[src/design/i2cmts_pkg.sv]
package i2cmts_pkg;

  // default buffer depths
  localparam int SEND_DEPTH_DEF = 16;
  localparam int RECV_DEPTH_DEF = 16;

  // item kinds
  typedef enum logic [2:0] {
    MODE_LOAD  = 3'd0,
    MODE_START = 3'd1,
    MODE_EVENT = 3'd2,
    MODE_ERROR = 3'd3,
    MODE_READ  = 3'd4
  } mode_t;

  // bus events
  typedef enum logic [1:0] {
    EV_START_SENT = 2'd0,
    EV_ADDR_SENT  = 2'd1,
    EV_TX_EMPTY   = 2'd2,
    EV_BYTE_RCVD  = 2'd3
  } ev_t;

  // bus actions
  typedef enum logic [2:0] {
    ACT_NONE   = 3'd0,
    ACT_START  = 3'd1,
    ACT_ADDR_W = 3'd2,
    ACT_ADDR_R = 3'd3,
    ACT_BYTE   = 3'd4,
    ACT_STOP   = 3'd5
  } act_t;

  // acknowledge control
  typedef enum logic [1:0] {
    ACK_KEEP = 2'd0,
    ACK_OFF  = 2'd1,
    ACK_ON   = 2'd2
  } ack_t;

  // start command reply
  typedef enum logic [1:0] {
    CMD_OK   = 2'd0,
    CMD_BUSY = 2'd1,
    CMD_ARG  = 2'd2
  } cmd_t;

  // transfer result
  typedef enum logic [2:0] {
    RES_OK      = 3'd0,
    RES_UNKNOWN = 3'd1,
    RES_NACK    = 3'd2,
    RES_OVR     = 3'd3,
    RES_ARB     = 3'd4,
    RES_BUS     = 3'd5
  } res_t;

  // address direction bit
  localparam logic [7:0] DIR_READ = 8'h01;

  // result of one beat before the buffer read data is merged in
  typedef struct packed {
    act_t       act;
    logic [7:0] obyte;
    logic       from_send;  // out_byte comes from the send buffer
    ack_t       ack;
    logic       clr;
    logic       irq;
    cmd_t       cmd;
    logic       busy;
    res_t       res;
    logic       rd_sel;     // read_data comes from the receive buffer
  } step_t;

endpackage

[src/design/i2cmts_core.sv]
module i2cmts_core #(
  parameter int SEND_DEPTH = i2cmts_pkg::SEND_DEPTH_DEF,
  parameter int RECV_DEPTH = i2cmts_pkg::RECV_DEPTH_DEF
) (
  input  logic               clk,
  input  logic               rst,
  input  logic               take,
  input  logic [2:0]         mode,
  input  logic [3:0]         buf_index,
  input  logic [7:0]         data_byte,
  input  logic [7:0]         slave_address,
  input  logic [7:0]         write_count,
  input  logic [7:0]         read_count,
  input  logic [1:0]         event_kind,
  input  logic [3:0]         error_flags,
  input  logic               bus_busy,
  output i2cmts_pkg::step_t  s1,
  output logic [7:0]         send_q,
  output logic [7:0]         recv_q
);

  localparam int SCW = $clog2(SEND_DEPTH + 1);
  localparam int RCW = $clog2(RECV_DEPTH + 1);
  localparam int SAW = (SEND_DEPTH > 1) ? $clog2(SEND_DEPTH) : 1;
  localparam int RAW = (RECV_DEPTH > 1) ? $clog2(RECV_DEPTH) : 1;
  localparam logic [7:0] SEND_LIM = 8'(SEND_DEPTH);
  localparam logic [7:0] RECV_LIM = 8'(RECV_DEPTH);

  // control state
  logic                 active, active_next;
  logic                 receiving, receiving_next;
  logic [7:0]           target_address, target_address_next;
  logic [SCW-1:0]       send_total, send_total_next;
  logic [RCW-1:0]       recv_total, recv_total_next;
  logic [SCW-1:0]       sent_so_far, sent_so_far_next;
  logic [RCW-1:0]       recv_so_far, recv_so_far_next;
  i2cmts_pkg::res_t     last_result, last_result_next;
  logic                 irq_on, irq_on_next;

  // buffers
  logic [7:0] send_mem [SEND_DEPTH];
  logic [7:0] recv_mem [RECV_DEPTH];

  i2cmts_pkg::step_t    step;
  i2cmts_pkg::res_t     err_res;
  logic                 send_we, recv_we;
  logic [SAW+3:0]       load_ext;
  logic [RAW+3:0]       rback_ext;
  logic [SAW-1:0]       load_addr;
  logic [RAW-1:0]       rback_addr;
  logic [RCW-1:0]       recv_inc;
  logic [RCW-1:0]       recv_left;

  assign load_ext   = {{SAW{1'b0}}, buf_index};
  assign rback_ext  = {{RAW{1'b0}}, buf_index};
  assign load_addr  = load_ext[SAW-1:0];
  assign rback_addr = rback_ext[RAW-1:0];
  assign recv_inc   = recv_so_far + 1'b1;
  assign recv_left  = recv_total - recv_so_far;

  // error priority: bus error > lost arbitration > overrun > no ack
  always_comb begin
    if (error_flags[3]) begin
      err_res = i2cmts_pkg::RES_BUS;
    end else if (error_flags[2]) begin
      err_res = i2cmts_pkg::RES_ARB;
    end else if (error_flags[1]) begin
      err_res = i2cmts_pkg::RES_OVR;
    end else if (error_flags[0]) begin
      err_res = i2cmts_pkg::RES_NACK;
    end else begin
      err_res = last_result;
    end
  end

  // next state and beat result
  always_comb begin
    active_next         = active;
    receiving_next      = receiving;
    target_address_next = target_address;
    send_total_next     = send_total;
    recv_total_next     = recv_total;
    sent_so_far_next    = sent_so_far;
    recv_so_far_next    = recv_so_far;
    last_result_next    = last_result;
    irq_on_next         = irq_on;
    send_we             = 1'b0;
    recv_we             = 1'b0;
    step.act            = i2cmts_pkg::ACT_NONE;
    step.obyte          = 8'h00;
    step.from_send      = 1'b0;
    step.ack            = i2cmts_pkg::ACK_KEEP;
    step.clr            = 1'b0;
    step.cmd            = i2cmts_pkg::CMD_OK;
    step.rd_sel         = 1'b0;

    unique case (mode)
      i2cmts_pkg::MODE_LOAD: begin
        send_we = !active && ({4'h0, buf_index} < SEND_LIM);
      end
      i2cmts_pkg::MODE_START: begin
        if (read_count > RECV_LIM || write_count > SEND_LIM) begin
          step.cmd = i2cmts_pkg::CMD_ARG;
        end else if (active || bus_busy) begin
          step.cmd = i2cmts_pkg::CMD_BUSY;
        end else begin
          active_next      = 1'b1;
          last_result_next = i2cmts_pkg::RES_UNKNOWN;
          send_total_next  = SCW'(write_count);
          recv_total_next  = RCW'(read_count);
          sent_so_far_next = '0;
          recv_so_far_next = '0;
          if (write_count != 8'h00) begin
            receiving_next      = 1'b0;
            target_address_next = slave_address & ~i2cmts_pkg::DIR_READ;
          end else if (read_count != 8'h00) begin
            receiving_next      = 1'b1;
            target_address_next = slave_address | i2cmts_pkg::DIR_READ;
          end
          irq_on_next = 1'b1;
          step.act    = i2cmts_pkg::ACT_START;
        end
      end
      i2cmts_pkg::MODE_EVENT: begin
        if (irq_on && !receiving) begin
          // write phase
          unique case (event_kind)
            i2cmts_pkg::EV_START_SENT: begin
              step.act   = i2cmts_pkg::ACT_ADDR_W;
              step.obyte = target_address & ~i2cmts_pkg::DIR_READ;
            end
            i2cmts_pkg::EV_ADDR_SENT: begin
              step.clr = 1'b1;
            end
            i2cmts_pkg::EV_TX_EMPTY: begin
              if (sent_so_far < send_total) begin
                step.act         = i2cmts_pkg::ACT_BYTE;
                step.from_send   = 1'b1;
                sent_so_far_next = sent_so_far + 1'b1;
              end else if (recv_so_far < recv_total) begin
                receiving_next = 1'b1;
                step.act       = i2cmts_pkg::ACT_START;
              end else begin
                step.act         = i2cmts_pkg::ACT_STOP;
                irq_on_next      = 1'b0;
                active_next      = 1'b0;
                last_result_next = i2cmts_pkg::RES_OK;
              end
            end
            default: ;
          endcase
        end else if (irq_on) begin
          // read phase
          unique case (event_kind)
            i2cmts_pkg::EV_START_SENT: begin
              step.act   = i2cmts_pkg::ACT_ADDR_R;
              step.obyte = target_address | i2cmts_pkg::DIR_READ;
            end
            i2cmts_pkg::EV_ADDR_SENT: begin
              step.ack = (8'(recv_total) < 8'd2) ? i2cmts_pkg::ACK_OFF : i2cmts_pkg::ACK_ON;
              step.clr = 1'b1;
            end
            i2cmts_pkg::EV_BYTE_RCVD: begin
              // ack off ahead of the last two bytes
              step.ack = (8'(recv_left) < 8'd3) ? i2cmts_pkg::ACK_OFF : i2cmts_pkg::ACK_ON;
              if (recv_so_far < recv_total) begin
                recv_we          = 1'b1;
                recv_so_far_next = recv_inc;
                if (recv_inc == recv_total) begin
                  step.act         = i2cmts_pkg::ACT_STOP;
                  irq_on_next      = 1'b0;
                  active_next      = 1'b0;
                  last_result_next = i2cmts_pkg::RES_OK;
                end
              end
            end
            default: ;
          endcase
        end
      end
      i2cmts_pkg::MODE_ERROR: begin
        if (irq_on) begin
          step.act         = i2cmts_pkg::ACT_STOP;
          irq_on_next      = 1'b0;
          active_next      = 1'b0;
          last_result_next = err_res;
        end
      end
      i2cmts_pkg::MODE_READ: begin
        step.rd_sel = {4'h0, buf_index} < RECV_LIM;
      end
      default: ;
    endcase

    step.irq  = irq_on_next;
    step.busy = active_next || bus_busy;
    step.res  = last_result_next;
  end

  // control state registers
  always_ff @(posedge clk) begin
    if (rst) begin
      active         <= 1'b0;
      receiving      <= 1'b1;
      target_address <= 8'h00;
      send_total     <= '0;
      recv_total     <= '0;
      sent_so_far    <= '0;
      recv_so_far    <= '0;
      last_result    <= i2cmts_pkg::RES_OK;
      irq_on         <= 1'b0;
    end else if (take) begin
      active         <= active_next;
      receiving      <= receiving_next;
      target_address <= target_address_next;
      send_total     <= send_total_next;
      recv_total     <= recv_total_next;
      sent_so_far    <= sent_so_far_next;
      recv_so_far    <= recv_so_far_next;
      last_result    <= last_result_next;
      irq_on         <= irq_on_next;
    end
  end

  // beat result register
  always_ff @(posedge clk) begin
    if (take) begin
      s1 <= step;
    end
  end

  // send buffer: load port, read at the next byte to send
  always_ff @(posedge clk) begin
    if (take && send_we) begin
      send_mem[load_addr] <= data_byte;
    end
    if (take) begin
      send_q <= send_mem[sent_so_far[SAW-1:0]];
    end
  end

  // receive buffer: store received byte, read back at buf_index
  always_ff @(posedge clk) begin
    if (take && recv_we) begin
      recv_mem[recv_so_far[RAW-1:0]] <= data_byte;
    end
    if (take) begin
      recv_q <= recv_mem[rback_addr];
    end
  end

endmodule

[src/design/i2c_master_transfer_sequencer_top.sv]
// I2C master transfer sequencer. Takes one beat per cycle on the input channel
// unless the output stalls, and returns exactly one result beat for each, in
// order, through the beat result register and then the output register. All state
// (counters, flags, the send and receive buffers) is updated in a single pass at the
// accepting edge; the buffer read data is registered there and merged into the output
// register when the beat advances, so a new beat can enter every cycle while the
// output is ready. Up to two results are held internally, so input keeps flowing for
// one beat while the output stalls. Loads are ignored while a transfer runs, and a
// readback of a receive slot never written returns an undefined byte.
module i2c_master_transfer_sequencer_top #(
  parameter int SEND_DEPTH = i2cmts_pkg::SEND_DEPTH_DEF,
  parameter int RECV_DEPTH = i2cmts_pkg::RECV_DEPTH_DEF
) (
  input  logic       clk,
  input  logic       rst,
  input  logic       in_valid,
  output logic       in_ready,
  input  logic [2:0] mode,
  input  logic [3:0] buf_index,
  input  logic [7:0] data_byte,
  input  logic [7:0] slave_address,
  input  logic [7:0] write_count,
  input  logic [7:0] read_count,
  input  logic [1:0] event_kind,
  input  logic [3:0] error_flags,
  input  logic       bus_busy,
  output logic       out_valid,
  input  logic       out_ready,
  output logic [2:0] bus_action,
  output logic [7:0] out_byte,
  output logic [1:0] ack_setting,
  output logic       clear_address_flag,
  output logic       events_enabled,
  output logic [1:0] command_code,
  output logic       busy_res,
  output logic [2:0] result_code,
  output logic [7:0] read_data
);

  i2cmts_pkg::step_t s1;
  logic [7:0]        send_q, recv_q;
  logic              v1;
  logic              adv1, take;

  // pipeline flow
  assign adv1     = v1 && (!out_valid || out_ready);
  assign in_ready = !v1 || adv1;
  assign take     = in_valid && in_ready;

  i2cmts_core #(
    .SEND_DEPTH (SEND_DEPTH),
    .RECV_DEPTH (RECV_DEPTH)
  ) u_core (
    .clk           (clk),
    .rst           (rst),
    .take          (take),
    .mode          (mode),
    .buf_index     (buf_index),
    .data_byte     (data_byte),
    .slave_address (slave_address),
    .write_count   (write_count),
    .read_count    (read_count),
    .event_kind    (event_kind),
    .error_flags   (error_flags),
    .bus_busy      (bus_busy),
    .s1            (s1),
    .send_q        (send_q),
    .recv_q        (recv_q)
  );

  // valid flags
  always_ff @(posedge clk) begin
    if (rst) begin
      v1        <= 1'b0;
      out_valid <= 1'b0;
    end else begin
      if (take) begin
        v1 <= 1'b1;
      end else if (adv1) begin
        v1 <= 1'b0;
      end
      if (adv1) begin
        out_valid <= 1'b1;
      end else if (out_ready) begin
        out_valid <= 1'b0;
      end
    end
  end

  // output register, buffer data merged in
  always_ff @(posedge clk) begin
    if (adv1) begin
      bus_action         <= s1.act;
      out_byte           <= s1.from_send ? send_q : s1.obyte;
      ack_setting        <= s1.ack;
      clear_address_flag <= s1.clr;
      events_enabled     <= s1.irq;
      command_code       <= s1.cmd;
      busy_res           <= s1.busy;
      result_code        <= s1.res;
      read_data          <= s1.rd_sel ? recv_q : 8'h00;
    end
  end

endmodule

[config.mk]
export PLATFORM = sky130hd
export DESIGN_NAME = i2c_master_transfer_sequencer_top
export DESIGN_NICKNAME = d
export VERILOG_FILES = /design/src/design/i2cmts_pkg.sv /design/src/design/i2cmts_core.sv /design/src/design/i2c_master_transfer_sequencer_top.sv
export SDC_FILE = /design/constraint.sdc
export NUM_CORES = 1
export LEC_CHECK = 0
export ABC_AREA = 1
export BUFFER_PORTS_ARGS = -buffer_cell sky130_fd_sc_hd__buf_4
export CAP_MARGIN = 20
export CELL_PAD_IN_SITES_DETAIL_PLACEMENT = 0
export CELL_PAD_IN_SITES_GLOBAL_PLACEMENT = 1
export CORE_MARGIN = 4
export CORE_UTILIZATION = 40
export CTS_CLUSTER_DIAMETER = 120
export DETAILED_ROUTE_END_ITERATION = 6
export GPL_TIMING_DRIVEN = 0
export PLACE_DENSITY_LB_ADDON = 0.2
export SLEW_MARGIN = 30
export SYNTH_ARGS = -nofsm -noshare
export SYNTH_HDL_FRONTEND = slang
export SYNTH_SLANG_ARGS = --single-unit
[constraint.sdc]
create_clock -name clk -period 3 [get_ports clk]
set_clock_uncertainty 0.05 [all_clocks]
set_input_delay 0.15 -clock clk [delete_from_list [all_inputs] [get_ports clk]]
set_output_delay 0.15 -clock clk [all_outputs]
set_load 0.02 [all_outputs]
Yosys cells after proc, flatten, opt, wreduce, memory -nomap -nowiden
Memories as Yosys holds them, arrays and structs flattened. A register that Yosys moved wholly into a read port is not among the register bits.
Cells that the tools add are included.
{ "op_classes": {"addsub": 3, "order_cmp": 6, "eq_ne": 19, "mux": 100, "bitwise_logic": 5, "reduce_logical": 30} }
{ "op_table": {"columns": ["cell", "count"], "rows": [
  ["3-bit two-way mux", 21],
  ["1-bit two-way mux", 50],
  ["5-bit two-way mux", 9],
  ["8-bit two-way mux", 5],
  ["11-bit two-way mux", 2],
  ["5-bit one-hot mux with 2 select lines", 2],
  ["3-bit one-hot mux with 3 select lines", 2],
  ["8-bit by 5-bit greater-than comparator with 1-bit output (second input constant)", 2],
  ["8-bit nonzero test", 2],
  ["2-bit != test (second input constant)", 6],
  ["3-bit one-hot mux with 2 select lines", 2],
  ["5-bit by 1-bit adder with 5-bit output (second input constant)", 2],
  ["5-bit by 2-bit less-than comparator with 1-bit output (second input constant)", 2],
  ["5-bit less-than comparator", 2],
  ["9-bit AND reduction", 1],
  ["2-bit by 1-bit != test with 1-bit output (second input constant)", 4],
  ["8-bit AND reduction", 1],
  ["2-bit nonzero test", 4],
  ["7-bit AND reduction", 1],
  ["3-bit by 2-bit == test with 1-bit output (second input constant)", 2],
  ["2-bit two-way mux", 3],
  ["1-bit one-hot mux with 3 select lines", 2],
  ["5-bit == test", 1],
  ["1-bit logical AND", 5],
  ["other kinds (18)", 30]
]} }
{ "word_totals": {"reg_bits": 88, "mem_bits_rw": 256, "inputBits": 50, "out_inout_bits": 31, "elab_cells": 196, "n_memories": 2} }
{ "memory_table": {"columns": ["memory", "depth", "width", "rd", "rd_clocked_by_memory_dff", "write_ports", "line", "source"], "rows": [
  ["u_core.recv_mem", 16, 8, 1, 1, 1, "i2cmts_core.sv:42", "logic [7:0] recv_mem [RECV_DEPTH];"],
  ["u_core.send_mem", 16, 8, 1, 1, 1, "i2cmts_core.sv:41", "logic [7:0] send_mem [SEND_DEPTH];"]
]} }

Logic depth before layout (Yosys ltp)
{ "depth": {"ltp_word": 9, "ltp_mapped": 17} }

Modules after synthesis
From an unflattened synthesis, not the netlist that was laid out.
{ "hier_totals": {"hier_cells": 1153, "area_unflattened_um2": 14538.9} }
{ "modules_own_cells": {"columns": ["mod", "instances", "cells_per_inst", "area_each_um2"], "rows": [
  ["i2cmts_core", 1, 1070, 13409.1],
  ["i2c_master_transfer_sequencer_top", 1, 83, 1129.8]
]} }

Least setup slack after synthesis
OpenSTA, ideal clock, no wires.
{ "synth_timing": {"kind": "register to register", "from": "register out_valid", "to": "memory u_core.recv_mem[11][0] (enable)", "setup_ns": 0.383, "arrival_time_ns": 2.336, "required_ns": 2.567, "setup_slack_ns": 0.231, "stages_incl_launch_ff": 6, "synth_period_minus_slack_ns": 2.769, "path_cell_list": "dfxtp_1 nand3_1 nand2_2 inv_2 nand3_1 nor3_1"} }
{ "synth_via": {"elab_chain_cells": 8} }
{ "synth_lines": {"columns": ["element", "line", "source"], "rows": [
  ["start, declared", "i2c_master_transfer_sequencer_top.sv:27", "output logic out_valid,"],
  ["start signal, assigned", "i2c_master_transfer_sequencer_top.sv:75", "out_valid <= 1'b0;"],
  ["start signal, assigned", "i2c_master_transfer_sequencer_top.sv:83", "out_valid <= 1'b1;"],
  ["start signal, assigned", "i2c_master_transfer_sequencer_top.sv:85", "out_valid <= 1'b0;"],
  ["1-bit logical NOT", "i2c_master_transfer_sequencer_top.sv:46", "assign adv1 = v1 && (!out_valid || out_ready);"],
  ["1-bit logical OR", "i2c_master_transfer_sequencer_top.sv:46", null],
  ["1-bit logical AND", "i2c_master_transfer_sequencer_top.sv:46", null],
  ["1-bit logical OR", "i2c_master_transfer_sequencer_top.sv:47", "assign in_ready = !v1 || adv1;"],
  ["via in_ready", "i2c_master_transfer_sequencer_top.sv:17", "output logic in_ready,"],
  ["1-bit logical AND", "i2c_master_transfer_sequencer_top.sv:48", "assign take = in_valid && in_ready;"],
  ["via take", "i2c_master_transfer_sequencer_top.sv:43", "logic adv1, take;"],
  ["1-bit logical AND", "i2cmts_core.sv:244", "if (take && recv_we) begin"],
  ["1-bit two-way mux", "i2cmts_core.sv:244", null],
  ["1-bit two-way mux (implied by the code)", "i2cmts_core.sv:245", "recv_mem[recv_so_far[RAW-1:0]] <= data_byte;"],
  ["end, declared", "i2cmts_core.sv:42", null]
]} }
The timed path passes the listed nets, and every way through them passes these cells.

Final worst setup path
{ "layout_timing": {"from": "register out_valid", "to": "memory u_core.send_mem[6][6] (enable)"} }
{ "layout_via": {"elab_chain_cells": 8} }
{ "layout_lines": {"columns": ["element", "line", "source"], "rows": [
  ["1-bit logical NOT", "i2c_master_transfer_sequencer_top.sv:46", null],
  ["1-bit logical OR", "i2c_master_transfer_sequencer_top.sv:46", null],
  ["1-bit logical AND", "i2c_master_transfer_sequencer_top.sv:46", null],
  ["1-bit logical OR", "i2c_master_transfer_sequencer_top.sv:47", null],
  ["1-bit logical AND", "i2c_master_transfer_sequencer_top.sv:48", null],
  ["1-bit logical AND", "i2cmts_core.sv:234", "if (take && send_we) begin"],
  ["1-bit two-way mux", "i2cmts_core.sv:234", null],
  ["1-bit two-way mux (implied by the code)", "i2cmts_core.sv:235", "send_mem[load_addr] <= data_byte;"],
  ["end, declared", "i2cmts_core.sv:41", null]
]} }
No other way between the ends.

==> impl_metrics.env <==
export IMPL_grt_usage_pct=19.0
export IMPL_worst_pin_slew_ps=901
export IMPL_grt_max_degree=49
export IMPL_synth_cell_area_um2=14700
export IMPL_synth_avg_cell_area_um2=12.7
export IMPL_grt_pass1_wl_mm=57.1
export IMPL_synth_area_leaders="edfxtp_1, dfxtp_1, nor2_1, a22oi_1, nand2_1"
export IMPL_grt_pass1_vias=9383
export IMPL_dp_slack_ps=-353
export IMPL_max_freq_ghz=0.357
export IMPL_first_iter_violations=740
export IMPL_hold_start="write_count[7]"
export IMPL_relSlewSlack_pct=39.7
export IMPL_yosysMostFrequentCell="edfxtp_1"
export IMPL_yosys_top_cells_count="edfxtp_1, nor2_1, nand2_1"
export IMPL_avgRoutedWirePerCell_um=21.1
export IMPL_maxCapViolCount=0
export IMPL_cts_sinks=359
export IMPL_yosysWarnings=0
export IMPL_end_kind="flip-flop"
export IMPL_worst_slack_ps=200
export IMPL_crit_arrival_ps=2910
export IMPL_synth_edff_count=324
export IMPL_grt_antenna_before_repair=0
export IMPL_numCtsBuffers=39
export IMPL_post_route_period_util_pct=93.3
export IMPL_core_area_um2=36400
export IMPL_seq_area_frac_synth_pct=70.8
export IMPL_place_congestion=0.848
export IMPL_critPathMaxFanout=8
export IMPL_start_util_pct=40.4
export IMPL_reg2reg_from="out_valid$_SDFFE_PP0P_"
export IMPL_violations="negative hold slack"
export IMPL_worstHoldEndpoint="u_core.receiving$_SDFFE_PP1P_"
export IMPL_ioPinCount=81
export IMPL_max_vdd_ir_drop_mv=0.573
export IMPL_finalMaxSlewViolations=0
export IMPL_status="finished, violations left"
export IMPL_area_growth_syn_to_layout_pct=20.3
export IMPL_nets=1391
export IMPL_diodes=0
export IMPL_cts_tree="built"
export IMPL_finalSetupTns_ps=0
export IMPL_netlist_area_leader_share_pct=66.1
export IMPL_path_clk_slew_ps=60
export IMPL_hold_path_class="in -> reg"
export IMPL_cp_data_required_time_ps=3110
export IMPL_die_w_um=200
export IMPL_rows=70
export IMPL_drive_gt1_share_pct=17.9
export IMPL_p_leak_nw=6.13
export IMPL_io_buffers=79
export IMPL_antenna_left=0
export IMPL_cts_root_buffer="clkbuf_16"
export IMPL_synthArstFlopShare_pct=0
export IMPL_post_dp_hpwl_mm=25.3
export IMPL_finalInstanceArea_um2=17700
export IMPL_dr_pass1_iters=5
export IMPL_hold_viol=1
export IMPL_clock_path_buffers=3
export IMPL_clock_latency_ps=550
export IMPL_numPlacedInstances=1710
export IMPL_ys_ff_latch=359
export IMPL_ff2ff_path_depth=5
export IMPL_worstReg2RegEnd="u_core.send_mem[6][6]$_DFFE_PP_"
export IMPL_power_density_nw_per_um2=601
export IMPL_whs_ps=-1.26
export IMPL_synth_distinct_cells=47
export IMPL_fin_crit_ps=2800
export IMPL_setup_viol=0
export IMPL_crit_path_start_kind="flip-flop"
export IMPL_post_dp_cell_area_um2=16000
export IMPL_yosysTopAreaCell="edfxtp_1"
export IMPL_die_h_um=200
export IMPL_wirelength_mm=38.2
export IMPL_post_drt_via_cell_ratio=5.31
export IMPL_die_area_um2=39900
export IMPL_rsz0062_at_grt="no"
export IMPL_synth_cells=1161
export IMPL_grt_overflow=0
export IMPL_min_path_cells=6
export IMPL_crit_type="reg -> reg"
export IMPL_h_tree_depth=2
export IMPL_via_count=9638
export IMPL_instances_no_fill=1815
export IMPL_reg2reg_slack_ps=200
export IMPL_syn_nets=1231
export IMPL_drc=0
export IMPL_synth_ff_type="edfxtp_1"
-- per-layer routing --
metal	track usage, %	part of all wire, %
met5	0	0
met4	4.81	1.9
met3	3.17	5.2
met2	30.9	48
met1	26.9	45
-- how the worst max path moves through the flow --
stage / startpoint / endpoint / depth (start not counted) / slack, ps
2_1_floorplan: out_valid$_SDFFE_PP0P_ / u_core.recv_mem[11][0]$_DFFE_PP_ / 5 / 230
3_3_place_gp: out_valid$_SDFFE_PP0P_ / u_core.recv_mem[3][0]$_DFFE_PP_ / 5 / -660
3_5_place_dp: u_core.recv_so_far[3]$_SDFFE_PP0P_ / u_core.recv_mem[4][1]$_DFFE_PP_ / 12 / -350
4_1_cts: u_core.recv_so_far[3]$_SDFFE_PP0P_ / u_core.recv_mem[4][1]$_DFFE_PP_ / 12 / -160
5_1_grt: u_core.recv_so_far[2]$_SDFFE_PP0P_ / u_core.recv_mem[6][6]$_DFFE_PP_ / 13 / 30
6_report: out_valid$_SDFFE_PP0P_ / u_core.send_mem[6][6]$_DFFE_PP_ / 5 / 200
-- cells by family (layout without fill, tap and decap cells) --
kind of cell | Yosys count | in the layout | synth area share (%)
AND/OR/NAND/NOR | 355 | 355 | 11.1
AO/OA/AOI/OAI | 285 | 285 | 11.9
multiplexers | 8 | 8 | 0.612
flip-flops | 359 | 359 | 70.8
adder cells (fa/ha/maj) | 20 | 20 | 1.75
XOR/XNOR | 4 | 4 | 0.238
buffers and inverters | 130 | 316 | 3.50
-- final cells by class --
cell class,instances,area [um2]
Timing Repair Buffer,119,1080
Fill cell,3276,18700
Multi-Input combinational cell,672,3930
Tap cell,468,586
Clock buffer,42,987
Sequential cell,359,10400
Buffer,50,214
Inverter,80,304
Clock inverter,25,174
-- flip-flops by register name (all words and copies together) (netlist names), 2 cells and up --
register,cells
command_code,2
u_core.sent_so_far,5
u_core.recv_so_far,5
bus_action,3
ack_setting,2
out_byte,8
read_data,8
u_core.recv_q,8
u_core.target_address,7
u_core.send_total,5
u_core.send_mem,128
u_core.recv_mem,128
u_core.recv_total,5
u_core.s1,23
u_core.last_result,3
result_code,3
u_core.send_q,8
-- through the flow --
stage          util (%)  total power, mW
5_1_grt            48.6             11.0
4_1_cts            48.1             10.7
6_report           48.6             10.6
3_5_place_dp       43.8             6.27
2_1_floorplan         -             5.96
3_3_place_gp       43.6             6.26
-- timing repair --
action                                 4_1_cts  5_1_grt
buffers inserted                             1        6
pin swaps                                    1        9
hold buffers                                31        0
setup endpoints to repair                  225      127
resized for setup                           19       15
endpoints found under the hold margin       75        0
-- where the power goes --
| part | internal, mW | leakage (nW) | switching [mW] |
|---|---|---|---|
| registers | 5.52 | 3.26 | 0.0299 |
| logic | 0.212 | 2.31 | 0.434 |
| clock network | 2.48 | 0.564 | 1.96 |
-- cells in the final DEF (no fill, tap or decap), types with 10 or more instances in the layout --
master	Yosys	layout
inv_1	62	62
nand2_1	116	113
a21oi_2	10	10
ha_1	19	19
dlygate4sd3_1	0	31
edfxtp_1	324	324
a22oi_1	65	65
clkbuf_1	40	43
nand3_1	35	34
o21ai_1	19	19
clkinv_1	4	11
dfxtp_1	35	34
a21oi_1	59	58
nor3_2	9	11
clkbuf_16	0	39
inv_2	13	12
o22ai_1	21	21
nor2_4	0	12
nor2_1	150	136
o221ai_1	13	13
o21ai_0	80	80
buf_4	2	82
-- worst max-delay path: stages (launching register included) --
cell and delay [ps]:
dfxtp_1 360, nand3_1 180, nand2_2 220, nor4_2 510, nand2_1 330, nor2_1 770
Note: power is estimated with default switching activity, not from simulation.
